[src/rtl/core/max_flow_bfs_augment_core_assert.svh]
// ----------------------------------------------------------------------------
// max_flow_bfs_augment_core_assert.svh
// Assertion macros used by the max-flow core controller (mfba_ctrl).
// ----------------------------------------------------------------------------
`ifndef MAX_FLOW_BFS_AUGMENT_CORE_ASSERT_SVH
`define MAX_FLOW_BFS_AUGMENT_CORE_ASSERT_SVH

`ifndef SYNTHESIS
// check sampled on the rising clock, off while reset is asserted
`define MFBA_CHECK(lbl, clk, rstn, prop, msg) \
    lbl: assert property (@(posedge clk) disable iff (!rstn) (prop)) else $error(msg);
// check sampled on the rising clock, always on
`define MFBA_CHECK_ALWAYS(lbl, clk, prop, msg) \
    lbl: assert property (@(posedge clk) (prop)) else $error(msg);
`else
`define MFBA_CHECK(lbl, clk, rstn, prop, msg)
`define MFBA_CHECK_ALWAYS(lbl, clk, prop, msg)
`endif

`endif

[src/rtl/core/mfba_pkg.sv]
// ----------------------------------------------------------------------------
// mfba_pkg
// Types and constants of the max-flow (BFS augmenting path) core.
// ----------------------------------------------------------------------------
package mfba_pkg;

    localparam int NODES    = 64;
    localparam int NODE_W   = 6;
    localparam int CNT_W    = NODE_W + 1;
    localparam int ADDR_W   = 2 * NODE_W;
    localparam int CAP_W    = 16;
    localparam int FLOW_W   = CAP_W + 1;
    localparam int RES_W    = CAP_W + 2;
    localparam int OUT_W    = 22;
    localparam int MODE_W   = 2;
    localparam int CFG_IDX_W = 1;

    localparam logic [OUT_W-1:0]  OUT_MAX = {OUT_W{1'b1}};
    localparam logic [RES_W-1:0]  RES_MAX = {1'b0, {(RES_W-1){1'b1}}};
    localparam logic [NODE_W-1:0] SINK_RESET = NODE_W'(NODES - 1);

    localparam logic [CFG_IDX_W-1:0] CFG_SOURCE = 1'b0;
    localparam logic [CFG_IDX_W-1:0] CFG_SINK   = 1'b1;

    typedef enum logic [MODE_W-1:0] {
        MODE_SET   = 2'd0,
        MODE_RUN   = 2'd1,
        MODE_CLEAR = 2'd2,
        MODE_NONE  = 2'd3
    } t_mode;

    typedef enum logic [3:0] {
        S_CLEAR,
        S_IDLE,
        S_BFS_INIT,
        S_POP,
        S_POP_W,
        S_SCAN,
        S_CHECK,
        S_W1_P,
        S_W1_PW,
        S_W1_R,
        S_W1_END,
        S_W2_P,
        S_W2_PW,
        S_W2_R,
        S_W2_B,
        S_DONE
    } t_state;

    typedef struct packed {
        logic [ADDR_W-1:0] raddr;
        logic [ADDR_W-1:0] waddr;
        logic              cap_we;
        logic [CAP_W-1:0]  cap_wdata;
        logic              flow_we;
        logic [FLOW_W-1:0] flow_wdata;
    } t_graph_req;

    typedef struct packed {
        logic [NODE_W-1:0] par_raddr;
        logic              par_we;
        logic [NODE_W-1:0] par_waddr;
        logic [NODE_W-1:0] par_wdata;
        logic [NODE_W-1:0] q_raddr;
        logic              q_we;
        logic [NODE_W-1:0] q_waddr;
        logic [NODE_W-1:0] q_wdata;
    } t_search_req;

endpackage

[src/rtl/core/mfba_search_mem.sv]
// ----------------------------------------------------------------------------
// mfba_search_mem
// Parent table and BFS queue of the search.
// ----------------------------------------------------------------------------
module mfba_search_mem (
    input  logic                            i_clk,
    input  mfba_pkg::t_search_req           i_req,
    output logic [mfba_pkg::NODE_W-1:0]     o_parent,
    output logic [mfba_pkg::NODE_W-1:0]     o_queue
);

    localparam int DEPTH = 1 << mfba_pkg::NODE_W;

    logic [mfba_pkg::NODE_W-1:0] par_mem [DEPTH];
    logic [mfba_pkg::NODE_W-1:0] q_mem   [DEPTH];

    always_ff @(posedge i_clk) begin
        if (i_req.par_we) begin
            par_mem[i_req.par_waddr] <= i_req.par_wdata;
        end
        o_parent <= par_mem[i_req.par_raddr];
    end

    always_ff @(posedge i_clk) begin
        if (i_req.q_we) begin
            q_mem[i_req.q_waddr] <= i_req.q_wdata;
        end
        o_queue <= q_mem[i_req.q_raddr];
    end

endmodule

[config.mk]
export PLATFORM = sky130hd
export DESIGN_NAME = mfba_search_mem
export DESIGN_NICKNAME = d
export VERILOG_FILES = /design/src/rtl/core/max_flow_bfs_augment_core_assert.svh /design/src/rtl/core/mfba_pkg.sv /design/src/rtl/core/mfba_search_mem.sv
export SDC_FILE = /design/constraint.sdc
export NUM_CORES = 1
export LEC_CHECK = 0
export ABC_AREA = 0
export BUFFER_PORTS_ARGS = -buffer_cell sky130_fd_sc_hd__buf_2
export CELL_PAD_IN_SITES_DETAIL_PLACEMENT = 1
export CELL_PAD_IN_SITES_GLOBAL_PLACEMENT = 2
export CORE_MARGIN = 1
export CORE_UTILIZATION = 24
export DETAILED_ROUTE_END_ITERATION = 16
export HOLD_SLACK_MARGIN = 0.1
export PLACE_DENSITY_LB_ADDON = 0.1
export SLEW_MARGIN = 5
export SYNTH_ARGS = -nofsm -noshare
export SYNTH_HDL_FRONTEND = slang
export SYNTH_SLANG_ARGS = --single-unit
[constraint.sdc]
create_clock -name i_clk -period 4.2 [get_ports i_clk]
set_input_delay 0.84 -clock i_clk [delete_from_list [all_inputs] [get_ports i_clk]]
set_output_delay 0.84 -clock i_clk [all_outputs]
set_load 0.01 [all_outputs]
After elaboration in Yosys (flattened, before gate mapping)
Memory sizes are Yosys's and may differ from the RTL's. A register that Yosys moved wholly into a read port is not among the register bits.
Index checks and enable logic that the tools add are counted.
{"block": "word_totals", "register_bits": 0, "mem_count": 2, "ram_bits": 768, "elab_cells": 6}
{"block": "op_classes", "mux": 4}
{"name": "par_mem", "depth": 64, "width": 6, "read_ports": 1, "rd_ports_with_merged_regs": 1, "write_ports": 1, "line": "mfba_search_mem.sv:14", "text": "logic [mfba_pkg::NODE_W-1:0] par_mem [DEPTH];"}
{"name": "q_mem", "depth": 64, "width": 6, "read_ports": 1, "rd_ports_with_merged_regs": 1, "write_ports": 1, "line": "mfba_search_mem.sv:15", "text": "logic [mfba_pkg::NODE_W-1:0] q_mem [DEPTH];"}
{"operator": "$mux W1", "n": 4}

Longest topological paths before layout
Gate-level depths: netlist (run 1).
{"block": "logic_depth", "ltp_word": 2, "mapped_depth": 8, "ltp_nobuf": 5}

Worst setup path before layout (run 1)
OpenSTA, ideal clock, no wires.
{"block": "synth_timing", "path_type": "input-to-reg", "start": "in i_req[13] in the netlist's numbering", "end": "reg o_queue[1] in the netlist's numbering, read port of q_mem", "cell_stages": 7, "setup_time_ns": 0.133, "arrival_ns": 2.403, "setup_slack_ns": 1.664, "path_cell_list": "buf_6 buf_6 buf_6 mux4_2 a22o_1 o41ai_2 o41ai_1"}
{"element": "start, declared", "line": "mfba_search_mem.sv:7", "text": "input mfba_pkg::t_search_req i_req,"}
{"element": "end, declared", "line": "mfba_search_mem.sv:9", "text": "output logic [mfba_pkg::NODE_W-1:0] o_queue"}

==> results.py, run 1 <==
metrics = {
    "synth": {
        "netlist_top_cells_count": "edfxtp_1, mux4_2, nor2_1",
        "synthesis.nets": 1478,
        "syn-instance-count": 1439,
        "ys_ff_latch": 780,
        "synth_top_area_share_pct": 76.2,
        "synth.area.top_cells": "edfxtp_1, mux4_2, nor2_1, dfxtp_1, o22ai_1",
        "synth.avg_cell_area_sq_um": 21.0,
        "syn-cell-area_sq_mm": 0.0302,
        "synth_cell_types": 40,
        "yosys.area.top_type": "edfxtp_1",
        "synth-edff-count": 768,
        "synth.most_common_cell": "edfxtp_1",
        "ys_warn_count": 0,
        "synthFlopType": "edfxtp_1",
        "yosysSeqAreaShare_pct": 77.0,
        "synthArstFlopShare_pct": 0,
    },
    "worst_setup_path": {
        "cp_cell_sequence": "buf_4 -> buf_12 -> mux4_2 -> o22ai_1 -> nor3_1 -> a21o_1",
        "cp.buffers_inverters": 2,
        "critPathSlowestCell": "buf_4",
        "cpPeakStageDelay_ns": 0.63,
        "endpoint_kind": "register",
        "critical_path.top_delay_family": "buffers and inverters",
        "crit_fanout": 37,
        "r2r_start": "q_mem[51][0]",
        "r2r_end": "o_queue[0]",
        "critPathKind": "input port to register",
        "worstPathArrival_ns": 3.20,
        "startpoint_type": "input port",
        "r2r_cells": 5,
        "r2r_slack_ns": 2.15,
        "required_ns": 4.78,
    },
    "clocking": {
        "clock_sinks": 780,
        "post_cts_buffers": 0,
        "cts_buffer_depth": 3,
        "cts_tree": "done",
        "hold_buffers": 0,
        "htree_levels": 3,
        "clk_latency_ns": 0.70,
        "postCtsResizedCells": 0,
        "cts-root-buf": "clkbuf_16",
        "cts-buffers-inserted": 94,
        "clk_pin_slew_worst_paths_ns": 0.06,
    },
    "placed_design": {
        "gp_congestion": 0.720,
        "dp_cells": 3110,
        "dp_hpwl_um": 56100,
        "io_buffers": 50,
        "place_area_sq_mm": 0.0327,
    },
    "global_routing": {
        "grt_max_degree": 53,
        "antenna_found_initial": 0,
        "grt_pass1_vias": 16153,
        "grt_overflow_total": 0,
        "grt_pass1_wl_um": 126000,
        "gr-usage-all-layers_pct": 14.0,
    },
    "timing": {
        "skew_ns": 0.0233,
        "period_minus_slack_ns": 2.61,
        "setup_violations": 0,
        "max_slew_margin_pct": 27.6,
        "drv_slew": 0,
        "setup_tns_ns": 0,
        "max_freq_ghz": 0.383,
        "rsz0062_at_grt": "no",
        "hold_viol": 0,
        "post-route-period-util_pct": 62.2,
        "tightest_slew_ns": 1.09,
    },
    "worst_hold_path": {
        "hold_path_class": "input port to register",
        "min-delay-start": "i_req[37]",
        "worstHoldEndpoint": "o_parent[4]",
        "whs_path_depth": 3,
    },
    "floorplanning": {
        "rows": 129,
        "die_h_um": 357,
        "io_pins": 51,
        "initial_core_util_pct": 24.3,
        "die_x_um": 357,
        "die_area_sq_mm": 0.127,
        "core_sq_mm": 0.124,
    },
    "power_and_ir_drop": {
        "pwr-share-comb_pct": 4.9,
        "p_per_area_mw_per_mm2": 498,
        "p_clk_share_pct": 46.8,
        "seqPwrFrac_pct": 48.4,
        "p_sw_share_pct": 22.0,
        "p_sw_mw": 3.94,
        "leakage_nw": 11.0,
        "max-vdd-ir-drop_uv": 301,
        "intPower_mw": 13.9,
    },
    "final_layout": {
        "fill_cells": 12688,
        "area_growth_syn_to_layout_pct": 18.6,
        "drive_gt1_share_pct": 28.8,
        "final_cells": 3288,
        "final_area_sq_mm": 0.0359,
        "num-nets-final": 1608,
    },
    "detailed_routing": {
        "drtIter0Drc": 999,
        "ant_nets": 0,
        "viasPerCell": 4.42,
        "totalWireLength_um": 87500,
        "wire_per_inst_um": 26.6,
        "dr_total_vias": 14524,
        "drt_first_pass_iters": 4,
        "drcViolationCount": 0,
    },
    "run": {
        "drv_cap": 0,
    },
    "run_status": {
        "outcome": "finished, final reports clean",
    },
}
[flip-flops by register name, summed over array words and instances, names as in the netlist]
register / flops
o_queue: 6
o_parent: 6
q_mem: 384
par_mem: 384
[logic make-up (layout without fill, tap and decap cells)]
family | count (synthesis) | after routing | share of synthesized area, %
buffers and inverters | 78 | 289 | 1.35
multiplexers | 220 | 220 | 15.3
flip-flops | 780 | 780 | 77.0
AND/OR/NAND/NOR | 254 | 254 | 3.79
AO/OA/AOI/OAI | 107 | 107 | 2.48
other | 0 | 1 | 0
[routing by layer]
metal / wire, um / vias up / global-route usage, % / share of wire (%)
met5: 0 / - / 0 / 0
met4: 2070 / 0 / 4.10 / 2.4
met3: 2740 / 137 / 2.55 / 3.1
met2: 42400 / 215 / 22.9 / 48
met1: 40300 / 7895 / 18.9 / 46
li1: - / 6277 / - / -
[worst max path at each step]
stage	endpoint	slack (ns)	depth (start not counted)	from
after floorplan	o_queue[1]	1.66	7	i_req[13]
after global placement	o_queue[0]	0.75	8	i_req[14]
after detailed placement	o_queue[0]	0.76	7	i_req[13]
after CTS	o_parent[3]	1.55	6	i_req[32]
after global routing	o_parent[3]	1.48	6	i_req[32]
final	o_parent[3]	1.59	6	i_req[32]
[through the flow]
stage / utilization [%] / hold WS [ns] / worst slack, ns / total power [mW]
after detailed placement: 26.3 / 0.884 / 0.760 / 9.73
after floorplan: - / 0.756 / 1.66 / 9.25
after CTS: 28.9 / 0.540 / 1.55 / 18.2
after global placement: 26.3 / 0.897 / 0.755 / 9.72
after global routing: 28.9 / 0.581 / 1.48 / 18.5
final: 28.9 / 0.601 / 1.59 / 17.9
[tightest hold or removal path, stage by stage]
cell and delay [ns]:
buf_2 0.20, o21ai_0 0.12, o32ai_1 0.08
[power groups by stage]
| stage | Combinational, mW | Sequential, mW | Clock, mW |
|---|---|---|---|
| after global routing | 0.951 | 8.65 | 8.85 |
| after global placement | 0.906 | 8.81 | 0 |
| after CTS | 0.915 | 8.65 | 8.64 |
| after floorplan | 0.448 | 8.80 | 0 |
| after detailed placement | 0.914 | 8.81 | 0 |
| final | 0.873 | 8.65 | 8.36 |
[final cells by class]
class / instances / area, sq um / area share [%]
antenna: 1 / 2.50 / 0.00698
clock buffer: 118 / 2480 / 6.92
clock inverter: 59 / 674 / 1.88
inverter: 1 / 3.75 / 0.0105
multi-input combinational: 581 / 6540 / 18.2
sequential: 780 / 23300 / 65.0
tap: 1637 / 2050 / 5.71
timing repair buffer: 111 / 818 / 2.28
[cells in the final DEF, fill, tap and decap left out, drive strengths merged, types with 2 or more instances in the layout]
master	count
a221o	4
o21ai	12
mux4	193
clkbuf	118
a21o	4
clkinvlp	3
dfxtp	12
nand2b	9
buf	111
nand4	4
inv	8
and2	2
nand2	23
nand3b	8
nor2	146
clkinv	36
nand3	16
edfxtp	768
o22ai	38
nor4	2
a22oi	6
a22o	3
or3b	2
mux2i	7
o32ai	4
nor2b	13
o221ai	9
o21a	5
or3	10
a21oi	8
mux2	20
nor3	13
or2	5
o41ai	3
a211oi	9
bufinv	13
Power figures use the tool's default switching activity.
==> run 2, diff against run 1 <==
ABC_AREA = 1   (was 0)
clock period = 2.2 ns   (was 4.2 ns; I/O delays follow)
==> run 2 against run 1 <==
  * Sequential share of layout area is 5.0 points lower
  * Register-to-register slack worse by 1.6 ns
  * Sequential power increased by 91%
  * Critical path type is now register to output pin
==> results.py, run 2 <==
metrics = {
    "placed_design": {
        "gp_congestion": 0.758,
        "io_buffers": 50,
        "dp_cells": 4642,
        "dp_hpwl_um": 66400,
        "dp_slack_ns": -0.0125,
        "place_area_sq_mm": 0.0358,
    },
    "power_and_ir_drop": {
        "leakage_nw": 14.0,
        "max-vdd-ir-drop_uv": 543,
        "fin_total_pwr_mw": 34.3,
        "p_per_area_mw_per_mm2": 883,
    },
    "global_routing": {
        "grt_pass1_vias": 22871,
        "antenna_found_initial": 1,
        "grt_max_degree": 65,
        "grt_overflow_total": 0,
        "grt_pass1_wl_um": 157000,
        "gr-usage-all-layers_pct": 15.8,
    },
    "floorplanning": {
        "initial_core_util_pct": 24.2,
        "core_sq_mm": 0.131,
        "die_h_um": 366,
        "die_x_um": 366,
        "die_area_sq_mm": 0.134,
        "io_pins": 51,
        "rows": 133,
    },
    "worst_setup_path": {
        "required_ns": 1.76,
        "startpoint_type": "register",
        "critical_path.top_delay_family": "flip-flops",
        "cp_cell_sequence": "buf_2",
        "critPathSlowestCell": "dfxtp_1",
        "critPathKind": "register to output pin",
        "endpoint_kind": "output pin",
        "cpPeakStageDelay_ns": 0.45,
        "crit_fanout": 1,
        "cp.buffers_inverters": 1,
        "worstPathArrival_ns": 1.33,
    },
    "synth": {
        "synthFlopType": "edfxtp_1",
        "yosys.area.top_type": "edfxtp_1",
        "synth.avg_cell_area_sq_um": 11.5,
        "netlist_top_cells_count": "nand2_1, edfxtp_1, nand3_1",
        "syn-cell-area_sq_mm": 0.0318,
        "synthArstFlopShare_pct": 0,
        "ys_warn_count": 0,
        "syn-instance-count": 2765,
        "ys_ff_latch": 780,
        "synth.most_common_cell": "nand2_1",
        "synthesis.nets": 2804,
        "synth_cell_types": 13,
        "synth-edff-count": 768,
        "synth_top_area_share_pct": 72.5,
        "synth.area.top_cells": "edfxtp_1, nand2_1, nand3_1, nor2_1, buf_2",
        "yosysSeqAreaShare_pct": 73.3,
    },
    "clocking": {
        "cts-buffers-inserted": 94,
        "cts-root-buf": "clkbuf_16",
        "postCtsResizedCells": 0,
        "htree_levels": 3,
        "clock_sinks": 780,
        "cts_buffer_depth": 3,
        "clk_pin_slew_worst_paths_ns": 0.07,
        "clk_latency_ns": 0.69,
        "cts_tree": "done",
    },
    "timing": {
        "post-route-period-util_pct": 80.4,
        "rsz0062_at_grt": "no",
        "setup_violations": 0,
        "drv_slew": 0,
        "hold_viol": 0,
        "period_minus_slack_ns": 1.77,
        "tightest_slew_ns": 0.965,
        "max_slew_margin_pct": 35.6,
        "hold-worst-slack_ns": 0.208,
        "setup_ws_ns": 0.432,
        "max_freq_ghz": 0.565,
        "skew_ns": 0.0257,
    },
    "detailed_routing": {
        "dr_total_vias": 21255,
        "drt_first_pass_iters": 5,
        "drtIter0Drc": 1133,
        "wl_met1_um": 53100,
        "wl_met3_um": 2830,
        "wire_per_inst_um": 22.0,
        "totalWireLength_um": 106000,
        "dr.max_layer_used": "met4",
        "viasPerCell": 4.41,
        "route.met2.wl_um": 48000,
        "drcViolationCount": 0,
        "ant_nets": 0,
    },
    "final_layout": {
        "drive_gt1_share_pct": 13.7,
        "num-nets-final": 3024,
        "final_common_cell": "nand2_1",
        "final_cell_mix": "nand2_1, edfxtp_1, nand3_1, buf_4, nor2_1",
        "area_growth_syn_to_layout_pct": 22.1,
        "reg.largest.list": "par_mem x384, q_mem x384",
        "final_cells": 4815,
        "final_area_sq_mm": 0.0388,
    },
    "worst_hold_path": {
        "hold_path_class": "input port to register",
    },
    "run": {
        "drv_cap": 0,
    },
    "run_status": {
        "outcome": "finished, final reports clean",
    },
}
==> run 2: cell types whose count changed after synthesis, moves of 16 or more <==
cell,delta
nand3_1,+644
o22ai_1,-38
mux2_2,-20
nor2_1,-16
mux4_2,-193
inv_1,+27
buf_2,+67
nand2_1,+960
==> run 2: final timing paths <==
kind / start / end / slack [ns] / cells past startpoint
max: o_parent[4] / o_parent[4] / 0.43 / 1
min: i_req[19] / par_mem[46][0] / 0.21 / 1
max reg2reg: q_mem[22][2] / o_queue[2] / 0.56 / 8
min reg2reg: par_mem[4][2] / o_parent[2] / 0.83 / 8
==> run 2: power by group <==
group	internal [mW]	total, mW	leakage (nW)	switching [mW]
Clock	9.24	15.5	1.48	6.25
Combinational	0.647	2.30	5.56	1.65
Sequential	16.5	16.5	7.01	0.0513
Total	26.3	34.3	14.0	7.95
==> run 2: layer usage <==
metal  up-vias  GRT usage, %
met3       119          1.85
li1      10124             -
met2       230          24.9
met5         -             0
met1     10782          22.8
met4         0          4.49
==> run 2: cell type report <==
cell class,instances,area (sq um)
inverters,32,133
multi-input cells,1791,7580
repair buffers,286,2610
flip-flops and latches,780,23300
diodes,2,5.00
fillers,14455,92600
clock buffers,116,2430
well taps,1755,2200
clock inverters,53,588
==> run 2: through the flow <==
stage	utilization, %	setup TNS, ns
after global routing	29.5	0
after floorplan	-	0
after CTS	29.5	0
after global placement	27.2	-0.0176
after detailed placement	27.2	-0.0190
final	29.6	0
==> run 2: worst register-to-register path, delay by kind of cell, from the launching register on <==
kind          cells  cell delay [ns]
flops             1             0.37
simple gates      8             1.14
==> run 2: kinds of logic (layout without fill, tap and decap cells) <==
family / after synthesis / after routing / share of synthesized area [%]
DFF: 780 / 780 / 73.3
and+or+nand+nor: 1791 / 1791 / 23.8
other: 0 / 2 / 0
buffers and inverters: 194 / 487 / 2.91
==> run 2: timing repair <==
item	CTS	global route
endpoints found under the hold margin	12	0
hold buffers	2	0
buffers inserted	0	0
==> run 3, diff against run 2 <==
clock period = 1.6 ns   (was 2.2 ns; I/O delays follow)
==> run 3 against run 2 <==
  * Routed wire length is 0.37% higher
  * Clock power increased by 41%
  * Non-clock buffer count increased by 71
  * Final cell count is 1.6% higher
  * Sequential share of layout area is 1.5 points lower
==> results.py, run 3 (same netlist as run 2, synthesis figures left out) <==
metrics = {
    "run_status": {
        "outcome": "finished, final reports clean",
    },
    "clocking": {
        "clk_latency_ns": 0.70,
        "clock_sinks": 780,
        "htree_levels": 3,
        "clk_pin_slew_worst_paths_ns": 0.06,
        "post_cts_buffers": 0,
        "cts_buffer_depth": 3,
        "cts_tree": "done",
        "cts-root-buf": "clkbuf_16",
        "cts-buffers-inserted": 96,
    },
    "worst_hold_path": {
        "min-delay-start": "i_req[36]",
        "hold_path_class": "input port to register",
    },
    "global_routing": {
        "grt_pass1_wl_um": 158000,
        "antenna_found_initial": 0,
        "grt_pass1_vias": 23315,
        "grt_overflow_total": 0,
        "gr-usage-all-layers_pct": 15.9,
        "grt_max_degree": 65,
    },
    "worst_setup_path": {
        "startpoint_type": "register",
        "critPathKind": "register to output pin",
        "cp_cell_sequence": "buf_6",
        "critPathSlowestCell": "dfxtp_4",
        "cp.buffers_inverters": 1,
        "worstPathArrival_ns": 1.24,
        "r2r_start": "q_mem[22][5]",
        "startpoint": "o_queue[1]",
        "cpPeakStageDelay_ns": 0.42,
        "endpoint_kind": "output pin",
        "crit_fanout": 1,
        "critical_path.top_delay_family": "flip-flops",
        "required_ns": 1.28,
    },
    "final_layout": {
        "final_cell_mix": "nand2_1, edfxtp_1, nand3_1, buf_4, nor2_1",
        "area_growth_syn_to_layout_pct": 25.5,
        "multi_input_area_sq_mm": 0.00758,
        "final_common_cell": "nand2_1",
        "reg.largest.list": "par_mem x384, q_mem x384",
        "fill_cells": 14459,
        "num-nets-final": 3097,
        "drive_gt1_share_pct": 16.0,
        "final_util_pct": 30.4,
        "diodes": 0,
        "regArea_sq_mm": 0.0233,
    },
    "timing": {
        "setup_violations": 0,
        "rsz0062_at_grt": "yes",
        "hold_viol": 0,
        "max_slew_margin_pct": 66.3,
        "tightest_slew_ns": 0.506,
        "drv_slew": 0,
        "post-route-period-util_pct": 97.2,
        "period_minus_slack_ns": 1.56,
        "skew_ns": 0.0258,
        "setup_tns_ns": 0,
        "max_freq_ghz": 0.643,
        "hold-worst-slack_ns": 0.170,
    },
    "power_and_ir_drop": {
        "max-vdd-ir-drop_uv": 749,
        "fin_total_pwr_mw": 48.0,
        "leakage_nw": 14.6,
        "p_per_area_mw_per_mm2": 1200,
    },
    "floorplanning": {
        "die_h_um": 366,
        "core_sq_mm": 0.131,
        "die_x_um": 366,
        "die_area_sq_mm": 0.134,
        "io_pins": 51,
        "initial_core_util_pct": 24.2,
        "rows": 133,
    },
    "placed_design": {
        "dp_hpwl_um": 68500,
        "gp_congestion": 0.753,
        "io_buffers": 50,
    },
    "detailed_routing": {
        "drcViolationCount": 0,
        "ant_nets": 0,
        "wire_per_inst_um": 21.7,
        "drt_first_pass_iters": 7,
        "drtIter0Drc": 1309,
        "dr_total_vias": 21645,
        "totalWireLength_um": 106000,
        "viasPerCell": 4.43,
    },
    "run": {
        "drv_cap": 0,
    },
}
## run 3: cell count changes in the layout (fill, tap and decap cells not counted), moves of 5 or more
cell / change
buf_12: +26
buf_4: +42
clkbuf_8: +5
dfxtp_1: -12
dfxtp_2: +9
## run 3: power breakdown
| group | leakage, nW | internal, mW | switching [mW] |
|---|---|---|---|
| clock network | 1.55 | 13.1 | 8.82 |
| logic | 6.04 | 1.07 | 2.31 |
| registers | 7.01 | 22.6 | 0.0952 |
| total | 14.6 | 36.8 | 11.2 |
## run 3: final timing paths
path / end / slack, ns / depth (start not counted)
max: o_queue[1] / 0.04 / 1
min: o_parent[0] / 0.17 / 5
max reg2reg: o_queue[5] / 0.11 / 8
min reg2reg: o_parent[0] / 0.81 / 8
## run 3: timing repair
action,4_1_cts,5_1_grt
hold buffers,5,0
endpoints found under the hold margin,27,0
endpoints found under the setup margin,12,1
gates resized for setup,20,0
pin swaps,0,0
cloned,0,0
## run 3: cell type report
cell class	instances	share of cell area, %
flip-flops and latches	780	58.4
multi-input cells	1791	19.0
repair buffers	357	8.77
clock buffers	125	6.42
well taps	1755	5.50
clock inverters	51	1.54
inverters	32	0.332
## run 3: routing by layer
metal,vias up,GRT usage [%],share of wire [%]
met1,11044,22.8,50
met2,243,25.1,45
met5,-,0,0
met4,0,3.93,1.5
met3,98,2.15,2.9
li1,10260,-,-
## run 3: tightest hold or removal path, cell delays in order
cell and delay (ns):
buf_2 0.09, inv_1 0.13, nand3_1 0.15, nand3_1 0.07
nand2_1 0.05
## run 3: stage by stage
step                std cells  setup WS (ns)  area (sq um)
global route             4891      -0.000458         39900
detailed placement       4710         -0.357         36600
finish                   4891         0.0449         39900
global placement         4710         -0.329         36600
CTS                      4891        -0.0172         39900
floorplan                2765         0.0857         31800
